File: src/sv/tsf_pkg.sv
// shared types, constants and register indices for the turn signal flasher
package tsf_pkg;

  localparam int TimerBitsDefault = 16;

  localparam int DebounceMsWidth = 14;
  localparam int BlinkMsWidth    = 14;
  localparam int TickMsWidth     = 10;
  localparam int CfgDataWidth    = 14;
  localparam int CfgIndexWidth   = 2;

  localparam logic [DebounceMsWidth-1:0] DebounceMsReset = 14'd30;
  localparam logic [BlinkMsWidth-1:0]    BlinkMsReset    = 14'd100;
  localparam logic [TickMsWidth-1:0]     TickMsReset     = 10'd10;

  typedef enum logic [CfgIndexWidth-1:0] {
    CFG_DEBOUNCE_MS = 2'd0,
    CFG_BLINK_MS    = 2'd1,
    CFG_TICK_MS     = 2'd2
  } cfg_index_t;

  typedef enum logic [1:0] {
    BTN_UP      = 2'd0,
    BTN_FALLING = 2'd1,
    BTN_DOWN    = 2'd2,
    BTN_RISING  = 2'd3
  } btn_phase_t;

  typedef struct packed {
    logic left_level;
    logic right_level;
  } in_item_t;

  typedef struct packed {
    logic left_lamp;
    logic right_lamp;
    logic left_on;
    logic right_on;
  } out_item_t;

endpackage

File: src/sv/tsf_debounce.sv
// four-phase button debouncer with saturating hold timer
module tsf_debounce #(
  parameter int TIMER_BITS = tsf_pkg::TimerBitsDefault
) (
  input  logic                                  clk,
  input  logic                                  rst_n,
  input  logic                                  step,
  input  logic                                  level,
  input  logic [tsf_pkg::DebounceMsWidth-1:0]   debounce_ms,
  input  logic [tsf_pkg::TickMsWidth-1:0]       tick_ms,
  output logic                                  release_event
);

  localparam int CmpW = (TIMER_BITS > tsf_pkg::DebounceMsWidth) ?
                        TIMER_BITS : tsf_pkg::DebounceMsWidth;
  localparam int SumW = ((TIMER_BITS > tsf_pkg::TickMsWidth) ?
                        TIMER_BITS : tsf_pkg::TickMsWidth) + 1;
  localparam logic [SumW-1:0] TimerMax = SumW'({TIMER_BITS{1'b1}});

  tsf_pkg::btn_phase_t phase_r, phase_nxt;
  logic [TIMER_BITS-1:0] timer_r, timer_nxt;
  logic                  held;
  logic [SumW-1:0]       sum;
  logic [TIMER_BITS-1:0] timer_inc;

  assign held      = CmpW'(timer_r) >= CmpW'(debounce_ms);
  assign sum       = SumW'(timer_r) + SumW'(tick_ms);
  assign timer_inc = (sum > TimerMax) ? {TIMER_BITS{1'b1}} : sum[TIMER_BITS-1:0];

  // next phase
  always_comb begin
    phase_nxt = phase_r;
    unique case (phase_r)
      tsf_pkg::BTN_UP: begin
        if (level) phase_nxt = tsf_pkg::BTN_FALLING;
      end
      tsf_pkg::BTN_FALLING: begin
        if (held) phase_nxt = level ? tsf_pkg::BTN_DOWN : tsf_pkg::BTN_UP;
      end
      tsf_pkg::BTN_DOWN: begin
        if (!level) phase_nxt = tsf_pkg::BTN_RISING;
      end
      tsf_pkg::BTN_RISING: begin
        if (held) phase_nxt = level ? tsf_pkg::BTN_DOWN : tsf_pkg::BTN_UP;
      end
      default: phase_nxt = tsf_pkg::BTN_UP;
    endcase
  end

  // timer and event
  always_comb begin
    timer_nxt     = timer_r;
    release_event = 1'b0;
    unique case (phase_r)
      tsf_pkg::BTN_UP: begin
        if (level) timer_nxt = '0;
      end
      tsf_pkg::BTN_FALLING: begin
        timer_nxt = timer_inc;
      end
      tsf_pkg::BTN_DOWN: begin
        if (!level) timer_nxt = '0;
      end
      tsf_pkg::BTN_RISING: begin
        timer_nxt     = timer_inc;
        release_event = step && held && !level;
      end
      default: timer_nxt = '0;
    endcase
  end

  always_ff @(posedge clk) begin
    if (!rst_n) begin
      phase_r <= tsf_pkg::BTN_UP;
      timer_r <= '0;
    end else if (step) begin
      phase_r <= phase_nxt;
      timer_r <= timer_nxt;
    end
  end

endmodule

File: src/sv/turn_signal_flasher_unit.sv
// turn signal flasher top level: debouncers, blinker state and result register
// Each tick item carries the two raw button levels and yields one result holding
// the lamp drives and the active flags after that tick. The whole update of both
// debouncers, the active flags and the shared blink timer is one combinational
// pass from the stored state, so an item is taken on every clock cycle in which
// in_stall is low, and its result appears in the output register on the next
// cycle; a new item is still taken while that result is pending if the output
// side takes it in the same cycle. in_stall follows out_stall only while a result
// is waiting. Write the three registers only while the block is idle.
module turn_signal_flasher_unit #(
  parameter int TIMER_BITS = tsf_pkg::TimerBitsDefault
) (
  input  logic                                clk,
  input  logic                                rst_n,
  input  logic                                in_valid,
  output logic                                in_stall,
  input  tsf_pkg::in_item_t                   in_data,
  output logic                                out_valid,
  input  logic                                out_stall,
  output tsf_pkg::out_item_t                  out_data,
  input  logic                                cfg_we,
  input  logic [tsf_pkg::CfgIndexWidth-1:0]   cfg_index,
  input  logic [tsf_pkg::CfgDataWidth-1:0]    cfg_wdata
);

  localparam int CmpW = (TIMER_BITS > tsf_pkg::BlinkMsWidth) ?
                        TIMER_BITS : tsf_pkg::BlinkMsWidth;
  localparam int SumW = ((TIMER_BITS > tsf_pkg::TickMsWidth) ?
                        TIMER_BITS : tsf_pkg::TickMsWidth) + 1;
  localparam logic [SumW-1:0] TimerMax = SumW'({TIMER_BITS{1'b1}});

  logic [tsf_pkg::DebounceMsWidth-1:0] debounce_ms_r;
  logic [tsf_pkg::BlinkMsWidth-1:0]    blink_ms_r;
  logic [tsf_pkg::TickMsWidth-1:0]     tick_ms_r;

  logic                  left_active_r, left_active_nxt;
  logic                  right_active_r, right_active_nxt;
  logic                  left_blink_phase_r, left_blink_phase_nxt;
  logic                  right_blink_phase_r, right_blink_phase_nxt;
  logic                  left_lamp_r, left_lamp_nxt;
  logic                  right_lamp_r, right_lamp_nxt;
  logic [TIMER_BITS-1:0] blink_timer_r, blink_timer_nxt;
  logic                  out_valid_r;
  tsf_pkg::out_item_t    out_data_r;

  logic                  in_xfer;
  logic                  left_event, right_event;
  logic                  left_mid, right_mid;
  logic                  blink_due;
  logic [TIMER_BITS-1:0] blink_base;
  logic [SumW-1:0]       blink_sum;

  assign in_stall  = out_valid_r && out_stall;
  assign in_xfer   = in_valid && !in_stall;
  assign out_valid = out_valid_r;
  assign out_data  = out_data_r;

  always_ff @(posedge clk) begin
    if (!rst_n) begin
      debounce_ms_r <= tsf_pkg::DebounceMsReset;
      blink_ms_r    <= tsf_pkg::BlinkMsReset;
      tick_ms_r     <= tsf_pkg::TickMsReset;
    end else if (cfg_we) begin
      case (cfg_index)
        tsf_pkg::CFG_DEBOUNCE_MS: debounce_ms_r <= cfg_wdata[tsf_pkg::DebounceMsWidth-1:0];
        tsf_pkg::CFG_BLINK_MS:    blink_ms_r    <= cfg_wdata[tsf_pkg::BlinkMsWidth-1:0];
        tsf_pkg::CFG_TICK_MS:     tick_ms_r     <= cfg_wdata[tsf_pkg::TickMsWidth-1:0];
        default: ;
      endcase
    end
  end

  tsf_debounce #(.TIMER_BITS(TIMER_BITS)) u_left_btn (
    .clk           (clk),
    .rst_n         (rst_n),
    .step          (in_xfer),
    .level         (in_data.left_level),
    .debounce_ms   (debounce_ms_r),
    .tick_ms       (tick_ms_r),
    .release_event (left_event)
  );

  tsf_debounce #(.TIMER_BITS(TIMER_BITS)) u_right_btn (
    .clk           (clk),
    .rst_n         (rst_n),
    .step          (in_xfer),
    .level         (in_data.right_level),
    .debounce_ms   (debounce_ms_r),
    .tick_ms       (tick_ms_r),
    .release_event (right_event)
  );

  assign blink_due = CmpW'(blink_timer_r) >= CmpW'(blink_ms_r);

  // active flags, left event handled first
  always_comb begin
    left_mid         = left_event ? !left_active_r : left_active_r;
    right_mid        = (left_event && !left_active_r) ? 1'b0 : right_active_r;
    right_active_nxt = right_event ? !right_mid : right_mid;
    left_active_nxt  = (right_event && !right_mid) ? 1'b0 : left_mid;
  end

  // blinker
  always_comb begin
    left_blink_phase_nxt  = left_blink_phase_r;
    right_blink_phase_nxt = right_blink_phase_r;
    left_lamp_nxt         = left_lamp_r;
    right_lamp_nxt        = right_lamp_r;
    blink_base            = blink_timer_r;
    if (left_active_nxt) begin
      if (blink_due) begin
        left_blink_phase_nxt = !left_blink_phase_r;
        left_lamp_nxt        = !left_blink_phase_r;
        blink_base           = '0;
      end
    end else if (right_active_nxt) begin
      if (blink_due) begin
        right_blink_phase_nxt = !right_blink_phase_r;
        right_lamp_nxt        = !right_blink_phase_r;
        blink_base            = '0;
      end
    end else begin
      left_lamp_nxt  = 1'b0;
      right_lamp_nxt = 1'b0;
      blink_base     = '0;
    end
    blink_sum       = SumW'(blink_base) + SumW'(tick_ms_r);
    blink_timer_nxt = (blink_sum > TimerMax) ? {TIMER_BITS{1'b1}} :
                      blink_sum[TIMER_BITS-1:0];
  end

  always_ff @(posedge clk) begin
    if (!rst_n) begin
      left_active_r       <= 1'b0;
      right_active_r      <= 1'b0;
      left_blink_phase_r  <= 1'b0;
      right_blink_phase_r <= 1'b0;
      left_lamp_r         <= 1'b0;
      right_lamp_r        <= 1'b0;
      blink_timer_r       <= '0;
    end else if (in_xfer) begin
      left_active_r       <= left_active_nxt;
      right_active_r      <= right_active_nxt;
      left_blink_phase_r  <= left_blink_phase_nxt;
      right_blink_phase_r <= right_blink_phase_nxt;
      left_lamp_r         <= left_lamp_nxt;
      right_lamp_r        <= right_lamp_nxt;
      blink_timer_r       <= blink_timer_nxt;
    end
  end

  // result register
  always_ff @(posedge clk) begin
    if (!rst_n) begin
      out_valid_r <= 1'b0;
    end else if (in_xfer) begin
      out_valid_r <= 1'b1;
    end else if (!out_stall) begin
      out_valid_r <= 1'b0;
    end
  end

  always_ff @(posedge clk) begin
    if (in_xfer) begin
      out_data_r.left_lamp  <= left_lamp_nxt;
      out_data_r.right_lamp <= right_lamp_nxt;
      out_data_r.left_on    <= left_active_nxt;
      out_data_r.right_on   <= right_active_nxt;
    end
  end

  a_one_side_active: assert property (@(posedge clk) disable iff (!rst_n)
    !(left_active_r && right_active_r))
    else $error("both blinkers active");

  a_idle_lamps_off: assert property (@(posedge clk) disable iff (!rst_n)
    out_valid_r && !out_data_r.left_on && !out_data_r.right_on |->
      !out_data_r.left_lamp && !out_data_r.right_lamp)
    else $error("lamp lit with no blinker active");

  a_result_follows: assert property (@(posedge clk) disable iff (!rst_n)
    in_xfer |=> out_valid_r && out_data_r.left_on == left_active_r &&
      out_data_r.right_on == right_active_r)
    else $error("result missing or out of step with state");

  a_idle_timer_clear: assert property (@(posedge clk) disable iff (!rst_n)
    in_xfer && !left_active_nxt && !right_active_nxt && blink_timer_r != '0 |=>
      blink_timer_r <= TIMER_BITS'(tick_ms_r) || &blink_timer_r)
    else $error("blink timer not cleared while idle");

endmodule

File: config.mk
export PLATFORM = sky130hd
export DESIGN_NAME = turn_signal_flasher_unit
export DESIGN_NICKNAME = d
export VERILOG_FILES = /design/src/sv/tsf_pkg.sv /design/src/sv/tsf_debounce.sv /design/src/sv/turn_signal_flasher_unit.sv
export SDC_FILE = /design/constraint.sdc
export NUM_CORES = 1
export LEC_CHECK = 0
export BUFFER_PORTS_ARGS = -buffer_cell sky130_fd_sc_hd__buf_4
export CAP_MARGIN = 20
export CORE_UTILIZATION = 42
export DETAILED_ROUTE_END_ITERATION = 6
export SLEW_MARGIN = 20
export SYNTH_ARGS = -nofsm -noshare
export SYNTH_HDL_FRONTEND = slang
export SYNTH_HIERARCHICAL = 1
export SYNTH_SLANG_ARGS = --single-unit
export TNS_END_PERCENT = 1
File: constraint.sdc
create_clock -name clk -period 7.75 [get_ports clk]
set_input_delay 0 -clock clk [delete_from_list [all_inputs] [get_ports clk]]
set_output_delay 0 -clock clk [all_outputs]
set_load 0.005 [all_outputs]
* Yosys cells after proc, flatten, opt, wreduce, memory -nomap -nowiden *
Cells that the tools add are included.

operators by class
  $add $sub $neg = 3
  order comparisons = 6
  equality and inequality tests = 15
  muxes and demuxes = 36
  bitwise operators = 1
  reduce and logical (&&, ||, !) cells = 29

operator list
  operator                                              count
  two-way mux 16 bit                                    10
  one-hot mux 16 bit (3 select lines)                   2
  adder 16 x 10 -> 17 bit                               3
  > comparator 17 x 16 -> 1 bit, second input constant  3
  greater-or-equal comparator 16 x 14 -> 1 bit          3
  two-way mux 2 bit                                     8
  two-way mux 1 bit                                     14
  one-hot mux 2 bit (3 select lines)                    2
  AND reduction 4 bit                                   3
  == test 2 bit, second input constant                  5
  AND reduction 3 bit                                   3
  logical AND 1 bit                                     8
  != test 2 bit, second input constant                  4
  logical NOT 1 bit                                     7
  == test 2 x 1 -> 1 bit, second input constant         3
  logical NOT 2 bit                                     3
  != test 2 x 1 -> 1 bit, second input constant         3
  AND reduction 2 bit                                   3
  OR reduction 2 bit                                    2
  NOT 1 bit                                             1

storage, ports and cells
  bits in registers = 101
  output and inout bits = 6
  word-level logic and storage cells = 109

* Depth between registers and ports, before layout *
Gate-level depths: netlist (run 1).

  depth in word-level cells = 15
  depth in mapped cells = 25

* Modules after synthesis *
Netlist (run 1), hierarchy kept.

by module, submodules not included
  module                    instances  cells an instance  area an instance (µm²)  sequential area each (µm²)
  turn_signal_flasher_unit  1          407                3387.0                  1341.3
  tsf_debounce              2          222                1682.9                  360.3

* Worst setup path after synthesis (run 1) *
Ideal clock, no wire load.

  path type = reg2reg
  start point = register out_valid_r (netlist: out_valid)
  end point = register blink_timer_r[11]
  library setup time = 115 ps
  data arrival time = 4328 ps
  data required time = 7635 ps
  setup slack = 3307 ps
  stages on the path, launching flop included = 25
  period minus slack after synthesis = 4443 ps
  cells stage by stage = dfxtp_1 -> nand2_1 -> nand2_1 -> inv_2 -> buf_1 -> nand2_1 -> a21oi_1 -> nand2_1 -> nor3b_1 -> ha_1 -> nand2b_1 -> ha_1 -> or2_1 -> clkbuf_1 -> nand2_1 -> o211a_1 -> clkbuf_1 -> and2_1 -> ha_1 -> a211oi_1 -> o21bai_1 -> a21oi_1 -> a21bo_2 -> a41o_1 -> o21a_1

on the way
  longest elaborated chain between the ends = 15
  elaborated cells between the ends (all ways) = 21
  those cells by class = add/sub (1); order compare (1); mux (9); reduce/logical (10)

ends and longest elaborated chain
  item                                                     line                                                              source
  start: declaration                                       turn_signal_flasher_unit.sv:43                                    logic out_valid_r;
  start signal: assignment                                 turn_signal_flasher_unit.sv:155                                   out_valid_r <= 1'b0;
  start signal: assignment                                 turn_signal_flasher_unit.sv:157                                   out_valid_r <= 1'b1;
  start signal: assignment                                 turn_signal_flasher_unit.sv:159                                   out_valid_r <= 1'b0;
  logical AND 1 bit *                                      turn_signal_flasher_unit.sv:53                                    assign in_stall = out_valid_r && out_stall;
  logical NOT 1 bit *                                      turn_signal_flasher_unit.sv:54                                    assign in_xfer = in_valid && !in_stall;
  logical AND 1 bit *                                      turn_signal_flasher_unit.sv:54
  net in_xfer                                              turn_signal_flasher_unit.sv:46                                    logic in_xfer;
  logical AND 1 bit * (2 in a row)                         tsf_debounce.sv:66                                                release_event = step && held && !level;
  two-way mux 1 bit *                                      tsf_debounce.sv:54                                                unique case (phase_r)
  net left_event                                           turn_signal_flasher_unit.sv:47                                    logic left_event, right_event;
  logical AND 1 bit                                        turn_signal_flasher_unit.sv:98                                    right_mid = (left_event && !left_active_r) ? 1'b0 : right_active_r;
  two-way mux 1 bit                                        turn_signal_flasher_unit.sv:98
  logical NOT 1 bit                                        turn_signal_flasher_unit.sv:99, turn_signal_flasher_unit.sv:100
  two-way mux 1 bit or logical AND 1 bit (tied branches)   turn_signal_flasher_unit.sv:99, turn_signal_flasher_unit.sv:100
  two-way mux 16 bit or two-way mux 1 bit (tied branches)  turn_signal_flasher_unit.sv:116, turn_signal_flasher_unit.sv:100
  two-way mux 16 bit *                                     turn_signal_flasher_unit.sv:110                                   if (left_active_nxt) begin
  adder 16 x 10 -> 17 bit *                                turn_signal_flasher_unit.sv:127                                   blink_sum = SumW'(blink_base) + SumW'(tick_ms_r);
  > comparator 17 x 16 -> 1 bit                            turn_signal_flasher_unit.sv:128                                   blink_timer_nxt = (blink_sum > TimerMax) ? {TIMER_BITS{1'b1}} :
  two-way mux 16 bit *                                     turn_signal_flasher_unit.sv:128
  end signal: assignment                                   turn_signal_flasher_unit.sv:148                                   blink_timer_r <= blink_timer_nxt;
  end: declaration                                         turn_signal_flasher_unit.sv:42                                    logic [TIMER_BITS-1:0] blink_timer_r, blink_timer_nxt;

The timed path passes the listed nets; every way through them passes the cells marked *.
A chain may end at the register's enable or synchronous reset.

* Worst setup path in the final report (run 1) *
  start point = register out_valid_r (netlist: out_valid)
  end point = register blink_timer_r[14]

on the way
  longest elaborated chain between the ends = 15
  elaborated cells between the ends (all ways) = 21
  those cells by class = add/sub (1); order compare (1); mux (9); reduce/logical (10)

ends and longest elaborated chain
  item                                                     line
  logical AND 1 bit *                                      turn_signal_flasher_unit.sv:53
  logical NOT 1 bit *                                      turn_signal_flasher_unit.sv:54
  logical AND 1 bit *                                      turn_signal_flasher_unit.sv:54
  logical AND 1 bit * (2 in a row)                         tsf_debounce.sv:66
  two-way mux 1 bit *                                      tsf_debounce.sv:54
  net left_event                                           turn_signal_flasher_unit.sv:47
  logical AND 1 bit                                        turn_signal_flasher_unit.sv:98
  two-way mux 1 bit                                        turn_signal_flasher_unit.sv:98
  logical NOT 1 bit                                        turn_signal_flasher_unit.sv:99, turn_signal_flasher_unit.sv:100
  two-way mux 1 bit or logical AND 1 bit (tied branches)   turn_signal_flasher_unit.sv:99, turn_signal_flasher_unit.sv:100
  two-way mux 16 bit or two-way mux 1 bit (tied branches)  turn_signal_flasher_unit.sv:116, turn_signal_flasher_unit.sv:100
  two-way mux 16 bit *                                     turn_signal_flasher_unit.sv:110
  adder 16 x 10 -> 17 bit *                                turn_signal_flasher_unit.sv:127
  > comparator 17 x 16 -> 1 bit                            turn_signal_flasher_unit.sv:128
  two-way mux 16 bit *                                     turn_signal_flasher_unit.sv:128

Marked as above.

==> results of run 1 <==
==> how the worst max path moves through the flow <==
| stage | cells past startpoint | slack [ns] | endpoint |
|---|---|---|---|
| final | 22 | 2.48 | blink_timer_r[14]$_SDFFE_PN0P_ |
| after global routing | 22 | 2.01 | blink_timer_r[14]$_SDFFE_PN0P_ |
| after CTS | 22 | 2.49 | blink_timer_r[14]$_SDFFE_PN0P_ |
| after detailed placement | 22 | 2.51 | blink_timer_r[14]$_SDFFE_PN0P_ |
| after global placement | 22 | 2.60 | blink_timer_r[14]$_SDFFE_PN0P_ |
| after floorplan | 24 | 3.31 | blink_timer_r[11]$_SDFFE_PN0P_ |
==> where the power goes <==
group          leakage (nW)  switching, mW  total, mW  internal [mW]
Sequential            0.827         0.0145      0.550          0.535
Clock                 0.149          0.243      0.475          0.233
Combinational          2.53         0.0793      0.134         0.0543
Total                  3.51          0.336       1.16          0.822
==> worst register-to-register path: cells and delay by family, from the launching register on <==
| kind | cells | cell delay (ns) |
|---|---|---|
| buffers and inverters | 2 | 0.52 |
| AOI/OAI and AO/OA | 7 | 1.41 |
| adders and majority gates | 3 | 0.73 |
| and+or+nand+nor | 10 | 2.23 |
| DFF | 1 | 0.33 |
==> per-stage QoR <==
step,util,setup WS (ns),instances,total power [mW]
after CTS,0.491,2.49,1092,1.17
after detailed placement,0.459,2.51,1058,0.688
after floorplan,-,3.31,851,0.645
after global placement,0.459,2.60,1058,0.688
final,0.491,2.48,1092,1.16
after global routing,0.491,2.01,1092,1.21
==> cells by family after synthesis <==
logic type,share of synthesized area
compound gates,0.224
mux,0.0237
xor+xnor,0.0221
buf+inv,0.0608
fa+ha+maj,0.146
flops,0.305
simple gates,0.218
==> placed cells by master (no fill, tap or decap), types with 13 or more instances in the layout <==
cell | Yosys | routed
nand2_1 | 155 | 155
dfxtp_1 | 97 | 97
a21oi_1 | 75 | 75
ha_1 | 74 | 74
inv_1 | 65 | 65
nor2_1 | 39 | 39
o21ai_0 | 35 | 35
buf_4 | 5 | 30
nand3_1 | 21 | 21
and2_1 | 20 | 20
dlygate4sd3_1 | 0 | 18
mux2i_1 | 16 | 16
a21o_1 | 15 | 15
nor3_1 | 13 | 13
nand2b_1 | 13 | 13
==> flip-flops by register name (all words and copies together), names as in the netlist, named ones only <==
name,flops
blink_ms_r,14
blink_timer_r,16
debounce_ms_r,14
left_active_r,1
left_blink_phase_r,1
left_lamp_r,1
out_data,4
out_valid,1
right_active_r,1
right_blink_phase_r,1
right_lamp_r,1
tick_ms_r,10
u_left_btn/phase_r,1
u_left_btn/timer_r,16
u_right_btn/phase_r,1
u_right_btn/timer_r,16
==> final cells by class <==
| type | count | area [um2] | area share |
|---|---|---|---|
| clock buffers | 9 | 225 | 0.0297 |
| repair buffers | 48 | 405 | 0.0535 |
| clock inverters | 7 | 92.6 | 0.0122 |
| multi-input cells | 650 | 4280 | 0.565 |
| well taps | 211 | 264 | 0.0348 |
| inverters | 66 | 248 | 0.0327 |
| flip-flops and latches | 101 | 2060 | 0.272 |
==> repair_timing <==
item	CTS	global route
endpoints found under the setup margin	0	0
hold buffers	18	0
gates resized for setup	0	0
hold endpoints to repair	41	0
==> layer usage <==
metal | part of all wire | GRT usage | vias to the layer above
met5 | 0 | 0 | -
met3 | 0.031 | 0.0249 | 18
met2 | 0.47 | 0.365 | 103
met1 | 0.48 | 0.307 | 2807
met4 | 0.020 | 0.0824 | 0
li1 | - | - | 3044
==> impl_results.md, run 1 <==
- Number of synthesized flops with an enable pin: 4
- Max H-tree Level: 3
- Die height: 129 um
- Clk_skew: 0.00915 ns
- Type of the worst min-delay path: in -> reg
- Worst r2r src: out_valid$_SDFFE_PN0P_
- Fill cells: 1503
- Mean Syn Cell Area: 7.94 um2
- # rows: 45
- CP max FO: 30
- Global-route usage over all layers: 0.225
- Routed wire length: 17.6 mm
- Clk Latency, worst-skew pair: 0.36 ns
- Final Hold Vio Count: 0
- Crit-path cells: nand2_1 > nand2_1 > inv_2 > nand2_1 > a21oi_1 > nand2_1 > nor3b_1 > ha_1 > nand2b_1 > ha_1 > or2_1 > nand2_1 > o211a_1 > and2_1 > inv_1 > fa_1 > and2b_1 > o21bai_4 > a21oi_2 > o211ai_2 > a2111o_1 > a21oi_2
- Setup TNS: 0 ns
- Crit path buf inv count: 2
- Crit path launch type: flop
- Final setup violation count: 0
- Worst Path Arrival: 5.57 ns
- Critical setup path kind: reg -> reg
- Share of cells above drive strength 1: 0.0863
- Finished Cell Area: 7580 um2
- Synth unique cells: 69
- Reg clk slew, reported paths: 0.08 ns
- Mapped Cells: 851
- Pin count of the biggest net entering global routing: 48
- Num CTS Buffers: 9
- Placed Instance Area: 7080 um2
- Vias in the first global route: 5485
- Most common cell in the netlist: nand2_1
- DRT iter0 DRCs: 397
- RR Endpoint: blink_timer_r[14]$_SDFFE_PN0P_
- RSZ-0062 raised after global routing: false
- Crit-path max cell delay: 0.60 ns
- Critical-path cell with the highest stage delay: nand2_1
- Synth Register Bits: 101
- Required time of the critical path: 8.05 ns
- CTS Buffer Depth: 2
- Worst Tran Pin Value: 0.893 ns
- Area contributors post-synth: dfxtp_1, ha_1, nand2_1, a21oi_1, inv_1
- GR Overflow Total: 0
- First-pass GRT wire length: 28.7 mm
- Port bufs: 28
- # DRC: 0
- Seq/Total Area, Yosys: 0.305
- Die Area: 16600 um2
- Leakage: 3.51 nW
- Area growth syn-to-layout: 12.2%
- DPL Wire Length: 12.8 mm
- Hold wc startpoint: rst_n
- Drt first pass iters: 5
- F_max: 0.190 GHz
- Clock sink total: 101
- Post-synth ARST share: 0
- R2R setup slack: 2.48 ns
- Routed WL per cell: 16.1 um
- Initial antenna violation count: 0
- YS warnings: 6
- Worst Hold Depth: 2
- Total setup buffers inserted after CTS: 0
- Nature of the critical path endpoint: flop
- Die Width: 129 um
- Post-layout min period: 5.27 ns
- Cell accounting for the most synthesized area: dfxtp_1
- Root buf cell: clkbuf_16
- Synth Cell Area: 6750 um2
- Post-Syn Nets: 951
- Vias: 5972
- Rel. slew slack: 0.403
- Hold endpoint: tick_ms_r[3]$_SDFFE_PN1P_
- R2R depth: 22
- WHS: 0.0303 ns
- Final Wtd Congestion: 0.815
- Post-route ant nets: 0
- Post-detailed-route via-to-cell ratio: 5.47
- Max-Cap Viols: 0
- Max IR drop VDD: 0.0978 mV
- # IOs: 29
- Cell family with most CP delay: simple AND/OR/NAND/NOR gates
- Crit path from: out_valid$_SDFFE_PN0P_
- PwrDens: 153 nW/um2
- Slew Limit Fails: 0
- N_diodes: 0
- Initial Utilization: 0.438
- Dominant synthesized flop cell: dfxtp_1
- Crit path top cell by count: nand2_1
- Outcome: complete, no violations
- NumNets Final: 976
- Top cells by count, synth: nand2_1, dfxtp_1, a21oi_1
- CTS tree: built
- Synth top area share: 0.288
- CORE AREA: 15400 um2
- Period utilization: 0.680
(Power assumes the default switching activity.)
==> run 2, diff against run 1 <==
Clock period 7.75 ns to 5.1 ns, I/O delays scaled along.
==> run 2 against run 1 <==
Against the previous run:
- hold slack improved by 0.0085 ns
- fmax rose by 13%
- die area did not move
- highest routed layer unchanged
- sequential cell count did not move
- register-to-register slack got worse by 2.0 ns
- utilization rose by 0.24 points
- first-iteration DRC count fell by 14%
==> impl_results.md, run 2 (synthesis results as in run 1) <==
- Outcome: complete, no violations
- # rows: 45
- Logic pwr share: 0.120
- Num CTS Buffers: 9
- Routed wire length: 18.0 mm
- Commonest cells after routing, fill and taps aside: nand2_1, dfxtp_1, a21oi_1
- Crit path launch type: flop
- Port bufs: 28
- Internal: 1.27 mW
- Drt first pass iters: 5
- Total setup buffers inserted after CTS: 0
- Pin count of the biggest net entering global routing: 40
- Post-layout min period: 4.65 ns
- GR Overflow Total: 0
- # IOs: 29
- CTS tree: built
- Area growth syn-to-layout: 12.8%
- Routed WL per cell: 16.4 um
- CTS Buffer Depth: 2
- Critical setup path kind: reg -> reg
- Final Wtd Congestion: 0.863
- Post-detailed-route via-to-cell ratio: 5.45
- Rel. slew slack: 0.383
- Die Width: 129 um
- Type of the worst min-delay path: in -> reg
- Max-Cap Viols: 0
- DRT iter0 DRCs: 342
- Final Hold Vio Count: 0
- Required time of the critical path: 5.39 ns
- Max IR drop VDD: 0.192 mV
- Die Area: 16600 um2
- Post-route ant nets: 0
- Clk Latency, worst-skew pair: 0.36 ns
- Vias: 5995
- Part of the power in the clock network: 0.403
- N_diodes: 0
- Max H-tree Level: 3
- CORE AREA: 15400 um2
- Worst Tran Pin Value: 0.924 ns
- # DRC: 0
- Net Sw Power: 0.479 mW
- Reg clk slew, reported paths: 0.07 ns
- Final setup violation count: 0
- Initial antenna violation count: 0
- Total power: 1.75 mW
- CTS resizes: 0
- F_max: 0.215 GHz
- Clock sink total: 101
- First-pass GRT wire length: 29.2 mm
- Period utilization: 0.911
- Slew Limit Fails: 0
- Multi-input logic area: 4280 um2
- Switch share: 0.274
- WL met3: 615 um
- PwrDens: 230 nW/um2
- Met1 wire length: 8.70 mm
- RSZ-0062 raised after global routing: false
- Seq pwr share: 0.477
- Global-route usage over all layers: 0.229
- Share of cells above drive strength 1: 0.0923
- Worst Path Arrival: 4.94 ns
- Clk_skew: 0.00942 ns
- Max Used Layer: met4
- Largest regs: blink_timer_r: 16 flops, u_left_btn/timer_r: 16 flops, u_right_btn/timer_r: 16 flops
- NumNets Final: 983
- Setup TNS: 0 ns
- Die height: 129 um
- Initial Utilization: 0.438
- Detail Route met2 WL: 8.25 mm
- Cts hold-fix bufs: 18
- Fill cells: 1567
- Vias in the first global route: 5606
- Most common cell after layout, fill and taps aside: nand2_1
- Leakage: 3.54 nW
- Root buf cell: clkbuf_16
- DPL Wire Length: 13.3 mm
- CP max FO: 8
- Register area: 2060 um2
- Nature of the critical path endpoint: flop
run 2: per-layer routing:
layer / vias up / track usage
li1: 3071 / -
met1: 2799 / 0.302
met2: 98 / 0.380
met3: 27 / 0.0403
met4: 0 / 0.0706
met5: - / 0
run 2: critical path: stages (launching register included):
cell and delay, ns:
dfxtp_1 0.36, inv_1 0.05, ha_1 0.30, a211oi_1 0.22
nand2_1 0.08, a31oi_1 0.19, o211ai_1 0.13, nand2_1 0.13
nor3b_1 0.06, ha_1 0.17, nand2b_1 0.14, ha_1 0.16
or2_1 0.32, nand2_1 0.12, o211ai_1 0.19, nor2_1 0.15
ha_1 0.17, inv_1 0.05, fa_1 0.36, and2b_1 0.28
o21bai_4 0.07, a21oi_2 0.21, o211ai_2 0.13, a2111o_1 0.39
a21oi_2 0.13
run 2: cell type report:
cell class,count,share of cell area
clock buffers,11,0.0334
clock inverters,5,0.00641
inverters,66,0.0325
multi-input cells,650,0.562
flip-flops and latches,101,0.271
well taps,211,0.0347
repair buffers,55,0.0601
run 2: metrics by stage:
step / util / std cells / worst slack (ns) / hold WS (ns) / instance area [um2]
floorplan: - / 851 / 0.657 / 0.110 / 6750
global placement: 0.462 / 1065 / 0.520 / 0.226 / 7130
detailed placement: 0.462 / 1065 / 0.445 / 0.232 / 7130
CTS: 0.494 / 1099 / 0.422 / 0.0281 / 7610
global route: 0.494 / 1099 / 0.0289 / 0.0386 / 7610
finish: 0.494 / 1099 / 0.453 / 0.0388 / 7610
run 2: path summary, 6_finish.rpt:
kind	cells past startpoint	end	startpoint	slack, ns
setup / recovery	24	blink_timer_r[14]$_SDFFE_PN0P_	debounce_ms_r[5]$_SDFFE_PN0P_	0.45
hold reg to reg	2	blink_timer_r[0]$_SDFFE_PN0P_	blink_timer_r[0]$_SDFFE_PN0P_	0.46
hold / removal	2	tick_ms_r[3]$_SDFFE_PN1P_	rst_n	0.04
setup reg to reg	24	blink_timer_r[14]$_SDFFE_PN0P_	debounce_ms_r[5]$_SDFFE_PN0P_	0.45
run 2: power groups by stage:
| stage | logic (mW) | clock network (mW) | registers [mW] |
|---|---|---|---|
| 2_1_floorplan | 0.137 | 0 | 0.844 |
| 3_3_place_gp | 0.195 | 0 | 0.853 |
| 3_5_place_dp | 0.196 | 0 | 0.854 |
| 4_1_cts | 0.208 | 0.721 | 0.835 |
| 5_1_grt | 0.235 | 0.755 | 0.837 |
| 6_report | 0.209 | 0.705 | 0.835 |
